`src/nqbs_pkg.sv`:
```
package nqbs_pkg;

	localparam int MAX_NESTING = 16;
	localparam int INDEX_BITS  = 16;
	localparam int DEPTH_W     = $clog2(MAX_NESTING + 1);
	localparam int ADDR_W      = $clog2(MAX_NESTING);
	localparam int OUT_IDX_W   = 16;
	localparam int EXT_W       = (INDEX_BITS > OUT_IDX_W) ? INDEX_BITS : OUT_IDX_W;
	localparam int STATUS_W    = 3;
	localparam int CTX_W       = 2;

	typedef logic [CTX_W-1:0] ctx_t;
	typedef logic [STATUS_W-1:0] status_t;

	localparam ctx_t CTX_NONE = 2'd0;
	localparam ctx_t CTX_SQ   = 2'd1;
	localparam ctx_t CTX_DQ   = 2'd2;
	localparam ctx_t CTX_BR   = 2'd3;

	localparam status_t ST_OK       = 3'd0;
	localparam status_t ST_NOTERM   = 3'd1;
	localparam status_t ST_OVERFLOW = 3'd5;

	localparam logic [7:0] CH_NUL    = 8'h00;
	localparam logic [7:0] CH_SPACE  = 8'h20;
	localparam logic [7:0] CH_SEMI   = 8'h3B;
	localparam logic [7:0] CH_SQ     = 8'h27;
	localparam logic [7:0] CH_DQ     = 8'h22;
	localparam logic [7:0] CH_LBRACE = 8'h7B;
	localparam logic [7:0] CH_RBRACE = 8'h7D;

	typedef struct packed {
		logic                 done;
		logic [OUT_IDX_W-1:0] idx;
		status_t              status;
	} scan_res_t;

	function automatic logic [7:0] closer(input ctx_t ctx);
		logic [7:0] ch;
		case (ctx)
			CTX_SQ:  ch = CH_SQ;
			CTX_DQ:  ch = CH_DQ;
			default: ch = CH_RBRACE;
		endcase
		return ch;
	endfunction

	function automatic ctx_t opens(input ctx_t ctx, input logic [7:0] ch);
		ctx_t nc;
		nc = CTX_NONE;
		if (ch == CH_SQ && ctx != CTX_SQ)
			nc = CTX_SQ;
		else if (ch == CH_DQ && ctx != CTX_DQ)
			nc = CTX_DQ;
		else if (ch == CH_LBRACE)
			nc = CTX_BR;
		return nc;
	endfunction

endpackage

```
`src/nqbs_ram.sv`:
```
module nqbs_ram #(
	parameter int WIDTH = 2,
	parameter int DEPTH = 16
) (
	input  logic                     clk,
	input  logic                     we,
	input  logic [$clog2(DEPTH)-1:0] waddr,
	input  logic [WIDTH-1:0]         wdata,
	input  logic                     re,
	input  logic [$clog2(DEPTH)-1:0] raddr,
	output logic [WIDTH-1:0]         rdata
);

	logic [WIDTH-1:0] mem_q [DEPTH];
	logic [WIDTH-1:0] rdata_q;

	always_ff @(posedge clk) begin
		if (we)
			mem_q[waddr] <= wdata;
		if (re)
			rdata_q <= mem_q[raddr];
	end

	assign rdata = rdata_q;

endmodule

```
`src/nqbs_ctrl.sv`:
```
module nqbs_ctrl
	import nqbs_pkg::*;
(
	input  logic      clk,
	input  logic      arst_n,
	input  logic      acc,
	input  logic      first_char,
	input  logic [7:0] character,
	input  logic      scan_mode,
	output scan_res_t res
);

	logic [INDEX_BITS-1:0] pos_q, pos_n;
	logic [DEPTH_W-1:0]    depth_q, depth_n, depth_eff, raddr_full;
	ctx_t                  top_q, top_n, ctx, nc, below;
	logic                  active_q, active_n;
	logic                  we, re, popped;
	logic [ADDR_W-1:0]     waddr, raddr;
	logic [EXT_W-1:0]      pos_ext;

	// below holds the entry under the top of stack, read when depth last changed
	nqbs_ram #(.WIDTH(CTX_W), .DEPTH(MAX_NESTING)) u_stack (
		.clk   (clk),
		.we    (we),
		.waddr (waddr),
		.wdata (top_n),
		.re    (re),
		.raddr (raddr),
		.rdata (below)
	);

	always_comb begin
		depth_eff = first_char ? '0 : depth_q;
		if (first_char)
			pos_n = '0;
		else if (pos_q != '1)
			pos_n = pos_q + INDEX_BITS'(1);
		else
			pos_n = pos_q;
		pos_ext = EXT_W'(pos_n);

		ctx      = (depth_eff != '0) ? top_q : CTX_NONE;
		nc       = opens(ctx, character);
		res.done   = 1'b0;
		res.status = ST_OK;
		res.idx    = (pos_ext > EXT_W'(16'hFFFF)) ? 16'hFFFF : pos_ext[OUT_IDX_W-1:0];
		depth_n  = depth_eff;
		top_n    = top_q;
		active_n = first_char | active_q;
		we       = 1'b0;
		popped   = 1'b0;
		waddr    = depth_eff[ADDR_W-1:0];

		if (first_char || active_q) begin
			if (ctx == CTX_NONE) begin
				if (!scan_mode) begin
					if (character == CH_SEMI) begin
						res.done = 1'b1;
					end else if (character == CH_NUL) begin
						res.done   = 1'b1;
						res.status = ST_NOTERM;
						res.idx    = '0;
					end
				end else if (character == CH_SPACE || character == CH_NUL) begin
					res.done = 1'b1;
				end
			end else begin
				if (character == closer(ctx)) begin
					popped  = 1'b1;
					depth_n = depth_eff - DEPTH_W'(1);
					top_n   = below;
				end else if (character == CH_NUL) begin
					res.done   = 1'b1;
					res.status = STATUS_W'(ctx) + STATUS_W'(1);
					res.idx    = '0;
				end
			end
			if (!res.done && !popped && nc != CTX_NONE) begin
				if (depth_eff >= DEPTH_W'(MAX_NESTING)) begin
					res.done   = 1'b1;
					res.status = ST_OVERFLOW;
					res.idx    = '0;
				end else begin
					we      = acc;
					top_n   = nc;
					depth_n = depth_eff + DEPTH_W'(1);
				end
			end
			if (res.done)
				active_n = 1'b0;
		end else begin
			res.idx = '0;
		end

		raddr_full = depth_n - DEPTH_W'(2);
		raddr      = raddr_full[ADDR_W-1:0];
		re         = acc && depth_n >= DEPTH_W'(2);
	end

	always_ff @(posedge clk or negedge arst_n) begin
		if (!arst_n) begin
			pos_q    <= '0;
			depth_q  <= '0;
			top_q    <= CTX_NONE;
			active_q <= 1'b0;
		end else if (acc) begin
			pos_q    <= pos_n;
			depth_q  <= depth_n;
			top_q    <= top_n;
			active_q <= active_n;
		end
	end

	a_depth_bound: assert property (@(posedge clk) disable iff (!arst_n)
		depth_q <= DEPTH_W'(MAX_NESTING))
		else $error("stack depth past limit");

	a_restart_active: assert property (@(posedge clk) disable iff (!arst_n)
		acc && first_char && !res.done |=> active_q && depth_q <= DEPTH_W'(1))
		else $error("restart did not start a scan");

	a_idle_silent: assert property (@(posedge clk) disable iff (!arst_n)
		acc && res.done |-> first_char || active_q)
		else $error("result from idle scanner");

	a_push_in_range: assert property (@(posedge clk) disable iff (!arst_n)
		we |-> depth_eff < DEPTH_W'(MAX_NESTING) && depth_n == depth_eff + DEPTH_W'(1))
		else $error("push outside stack");

	a_done_stops: assert property (@(posedge clk) disable iff (!arst_n)
		acc && res.done |=> !active_q)
		else $error("scan still active after result");

endmodule

```
`src/nested_quote_bracket_scanner_top.sv`:
```
// Scans a script string one byte per beat and reports where the instruction
// (';', scan_mode 0) or argument (space or NUL, scan_mode 1) ends, honoring
// nested single quotes, double quotes and braces up to MAX_NESTING deep.
// Set first_char on byte 0 of each string. One result beat per string gives
// end_index and scan_status; later bytes are dropped until the next
// first_char. Throughput is one byte per clock unless a held result blocks
// in_ready; the context stack lives in a RAM with registered read, and the
// entry under the top of stack is prefetched on every depth change so a pop
// never stalls. No clearing pass after reset. Write scan_mode only while idle.
module nested_quote_bracket_scanner_top
	import nqbs_pkg::*;
(
	input  logic                 clk,
	input  logic                 arst_n,
	input  logic                 cfg_valid,
	output logic                 cfg_ready,
	input  logic                 cfg_data,
	input  logic                 in_valid,
	output logic                 in_ready,
	input  logic                 first_char,
	input  logic [7:0]           character,
	output logic                 out_valid,
	input  logic                 out_ready,
	output logic [OUT_IDX_W-1:0] end_index,
	output logic [STATUS_W-1:0]  scan_status
);

	logic                 scan_mode_q;
	logic                 out_valid_q;
	logic [OUT_IDX_W-1:0] end_index_q;
	status_t              scan_status_q;
	logic                 acc;
	scan_res_t            res;

	assign cfg_ready = 1'b1;
	assign in_ready  = !out_valid_q || out_ready;
	assign acc       = in_valid && in_ready;

	nqbs_ctrl u_ctrl (
		.clk        (clk),
		.arst_n     (arst_n),
		.acc        (acc),
		.first_char (first_char),
		.character  (character),
		.scan_mode  (scan_mode_q),
		.res        (res)
	);

	always_ff @(posedge clk or negedge arst_n) begin
		if (!arst_n) begin
			scan_mode_q <= 1'b0;
			out_valid_q <= 1'b0;
		end else begin
			if (cfg_valid)
				scan_mode_q <= cfg_data;
			if (acc && res.done)
				out_valid_q <= 1'b1;
			else if (out_ready)
				out_valid_q <= 1'b0;
		end
	end

	always_ff @(posedge clk) begin
		if (acc && res.done) begin
			end_index_q   <= res.idx;
			scan_status_q <= res.status;
		end
	end

	assign out_valid   = out_valid_q;
	assign end_index   = end_index_q;
	assign scan_status = scan_status_q;

endmodule

```
`config.mk`:
```
export PLATFORM = sky130hd
export DESIGN_NAME = nested_quote_bracket_scanner_top
export DESIGN_NICKNAME = d
export VERILOG_FILES = /design/src/nqbs_pkg.sv /design/src/nqbs_ram.sv /design/src/nqbs_ctrl.sv /design/src/nested_quote_bracket_scanner_top.sv
export SDC_FILE = /design/constraint.sdc
export NUM_CORES = 1
export LEC_CHECK = 0
export BUFFER_PORTS_ARGS = -buffer_cell sky130_fd_sc_hd__buf_2
export CORE_UTILIZATION = 30
export CTS_BUF_LIST = sky130_fd_sc_hd__clkbuf_16
export CTS_CLUSTER_DIAMETER = 40
export DETAILED_ROUTE_END_ITERATION = 6
export GPL_ROUTABILITY_DRIVEN = 0
export PLACE_DENSITY = 0.51
export SLEW_MARGIN = 5
export SYNTH_ARGS = -nofsm -noshare
export SYNTH_HDL_FRONTEND = slang
export SYNTH_SLANG_ARGS = --single-unit
export TNS_END_PERCENT = 100
```
`constraint.sdc`:
```
create_clock -name clk -period 4.3 [get_ports clk]
set_input_delay 0.86 -clock clk [delete_from_list [all_inputs] [get_ports clk]]
set_output_delay 0.86 -clock clk [all_outputs]
set_load 0.01 [all_outputs]
```
==> impl_metrics.py <==
metrics = {
    "status": {
        "status": "complete, no violations",
    },
    "sta": {
        "fin_skew_ps": 7.31,
        "slew_viol_final": 0,
        "tightest_slew_ps": 794,
        "final-setup-viol-count": 0,
        "period_minus_slack_ps": 4130,
        "hold_violations": 0,
        "setup_ws_ps": 166,
        "max-slew-margin-rel_pct": 47.1,
        "fin_crit_sh_pct": 96.1,
        "fmax_mhz": 242,
        "setup_tns_ps": 0,
    },
    "setup_path": {
        "r2r_start": "u_ctrl.depth_q[4]$_DFFE_PN0P_",
        "regToRegEndpoint": "u_ctrl.u_stack.rdata[1]$_DFFE_PP_",
        "worstPathMaxFanout": 4,
        "path_class": "input pin to flip-flop",
        "critPathMaxStageDelay_ps": 510,
        "worst_r2r_path_depth": 19,
        "r2r_slack_ps": 170,
        "cp_cell_sequence": "buf_6 -> nor2b_4 -> inv_2 -> ha_4 -> o21ai_4 -> nand2_4 -> ha_4 -> nand3b_1 -> or4b_4 -> a21oi_4 -> buf_6 -> buf_4 -> a22oi_2 -> a221oi_4 -> ha_4 -> inv_4 -> o21ai_1 -> a21oi_1 -> o221ai_2 -> a32oi_1 -> mux2i_1",
        "crit_path_frequent_cell": "ha_4",
        "worstSetupStartpointType": "input pin",
        "cp_slowest_cell": "or4b_4",
        "required_ps": 4400,
        "worstSetupEndpointType": "flip-flop",
        "cp.arrival_ps": 4230,
    },
    "power_and_ir_drop": {
        "pwr-share-seq_pct": 47.0,
        "p_total_mw": 1.95,
        "clkPwrFrac_pct": 38.5,
        "power_density_nw_per_um2": 312,
        "switchingPower_mw": 0.531,
        "p_int_mw": 1.42,
        "switching_share_pct": 27.3,
        "total_leakage_power_nw": 2.35,
        "combPwrFrac_pct": 14.5,
        "vdd_ir_drop_max_uv": 205,
    },
    "synth": {
        "synth_edf_count": 53,
        "synthCells": 526,
        "synth-main-ff-cell": "edfxtp_1",
        "synth_cell_type_count": 79,
        "yosysWarnings": 0,
        "syn_area_sq_um": 5020,
        "synthArstFlopShare_pct": 32.9,
        "yosys_register_bits": 79,
        "yosysTopAreaCell": "edfxtp_1",
        "syn_nets": 552,
        "synth_top_area_share_pct": 31.7,
        "synth_area_leaders": "edfxtp_1 (32%), dfrtp_1 (13%), nand2_1 (5.5%), nor2_1 (3.9%), a21oi_1 (3.6%)",
        "ys_seq_area_share_pct": 44.7,
        "avgSynthCellArea_sq_um": 9.55,
    },
    "layout": {
        "fillers": 1618,
        "nets": 630,
        "final_common_cell": "nand2_1",
        "layout_common_cells": "nand2_1 (71), edfxtp_1 (53), buf_4 (53)",
        "design_area_sq_um": 6240,
        "diodes": 0,
        "syn_to_final_growth_pct": 24.4,
        "drive_gt1_share_pct": 26.6,
        "utilization_pct": 38.8,
    },
    "cts": {
        "clk_latency_ps": 350,
        "cts.sinks": 79,
        "cts_buffers": 9,
        "path_clk_slew_ps": 60,
        "htreeDepth": 3,
        "clockBufferDepth": 2,
        "cts_tree": "built",
        "root_buffer": "clkbuf_16",
    },
    "global_routing": {
        "track_usage_pct": 16.5,
        "grt_max_degree": 32,
        "grt-ovfl-total": 0,
        "antenna_found_initial": 0,
        "grt_pass1_wl_um": 22300,
        "first_global_vias": 4291,
    },
    "worst_hold_path": {
        "hold_path.class": "flip-flop to flip-flop",
        "hp-start": "u_ctrl.pos_q[14]$_DFFE_PN0P_",
        "whs_endpoint": "u_ctrl.pos_q[14]$_DFFE_PN0P_",
        "hold_path_depth": 2,
    },
    "die": {
        "die_w_um": 131,
        "start_util_pct": 31.2,
        "dieArea_sq_um": 17300,
        "core_sq_um": 16100,
        "die_h_um": 131,
        "rows": 46,
        "pin_count": 37,
    },
    "placement": {
        "port_buffers": 35,
        "post_dp_cell_area_sq_um": 5850,
        "dpl.hpwl_um": 9890,
        "post-place-ws_ps": -289,
    },
    "detailed_routing": {
        "wl_per_cell_um": 16.8,
        "drt_wl_total_um": 13900,
        "drtIter0Drc": 288,
        "ant_nets": 0,
        "drc_errors": 0,
        "first_pass_iters": 5,
        "dr_total_vias": 4373,
        "vias_per_cell": 5.30,
    },
    "job": {
        "max_cap_violations": 0,
    },
}
-- registers in the layout, indices dropped and copies added, names as in the netlist --
register / count
scan_mode_q: 1
end_index: 16
u_ctrl.pos_q: 16
u_ctrl.u_stack.rdata: 2
u_ctrl.top_q: 2
u_ctrl.depth_q: 5
u_ctrl.active_q: 1
scan_status: 3
out_valid: 1
u_ctrl.u_stack.mem_q: 32
-- cell type report --
type	count	area [sq um]	area share, %
multi-input cells	403	2700	43.2
flip-flops and latches	79	2240	35.9
repair buffers	94	673	10.8
well taps	216	270	4.33
clock buffers	10	250	4.01
inverters	17	71.3	1.14
clock inverters	6	42.5	0.681
-- synth_stat cells, types with 6 or more instances --
| cell | n |
|---|---|
| nor2_1 | 52 |
| inv_1 | 15 |
| o21ai_0 | 33 |
| o221ai_1 | 9 |
| mux2_2 | 9 |
| xnor2_1 | 7 |
| dfrtp_1 | 26 |
| a21oi_1 | 36 |
| and3_1 | 9 |
| edfxtp_1 | 53 |
| o31a_1 | 6 |
| nand2_1 | 74 |
| o22ai_1 | 8 |
| clkbuf_1 | 13 |
| ha_1 | 11 |
| o22a_1 | 10 |
| and2_1 | 17 |
| nor3_1 | 7 |
| mux2i_1 | 11 |
| nand3_1 | 12 |
-- metrics by stage --
stage	hold slack, ps	cells
floorplan	465	526
global placement	485	805
detailed placement	495	805
CTS	512	821
global route	558	825
finish	511	825
-- worst max path at each step --
stage / start / end / slack (ps) / depth (start not counted)
after floorplan: first_char / u_ctrl.u_stack.rdata[1]$_DFFE_PP_ / -210 / 23
after detailed placement: first_char / u_ctrl.u_stack.rdata[0]$_DFFE_PP_ / -290 / 21
after CTS: first_char / u_ctrl.u_stack.rdata[1]$_DFFE_PP_ / 90 / 21
final: first_char / u_ctrl.u_stack.rdata[1]$_DFFE_PP_ / 170 / 21
after global routing: first_char / u_ctrl.u_stack.rdata[1]$_DFFE_PP_ / -40 / 21
after global placement: first_char / u_ctrl.u_stack.rdata[0]$_DFFE_PP_ / -180 / 21
-- power by group through the flow --
| stage | Combinational [mW] | Clock, mW | Sequential (mW) |
|---|---|---|---|
| 2_1_floorplan | 0.161 | 0 | 0.915 |
| 3_3_place_gp | 0.279 | 0 | 0.927 |
| 3_5_place_dp | 0.283 | 0 | 0.929 |
| 4_1_cts | 0.285 | 0.773 | 0.913 |
| 5_1_grt | 0.317 | 0.799 | 0.919 |
| 6_report | 0.283 | 0.749 | 0.915 |
-- critical path: cells and delay by family --
kind | cells | cell delay (ps)
fa+ha+maj | 3 | 710
simple gates | 4 | 780
compound gates | 8 | 1320
mux | 1 | 90
buf+inv | 5 | 450
-- timing repair --
item	in CTS	in global routing
hold buffers	0	0
endpoints found under the setup margin	0	2
gates resized for setup	0	18
buffers inserted	0	4
-- layer usage --
layer	global-route usage [%]	share of wire [%]
met1	21.4	47
met5	0	0
met2	26.3	46
met3	3.55	4.1
met4	7.75	2.6
-- logic make-up after synthesis --
group,count (synthesis),share of synthesized area (%)
and+or+nand+nor,204,19.5
AOI/OAI and AO/OA,153,21.1
DFF,79,44.7
buffers and inverters,44,4.88
muxes,21,4.66
xor gates and xnor gates,13,2.42
adders and majority gates,11,2.74
other,1,0.0747
Note: power is estimated with default switching activity, not from simulation.
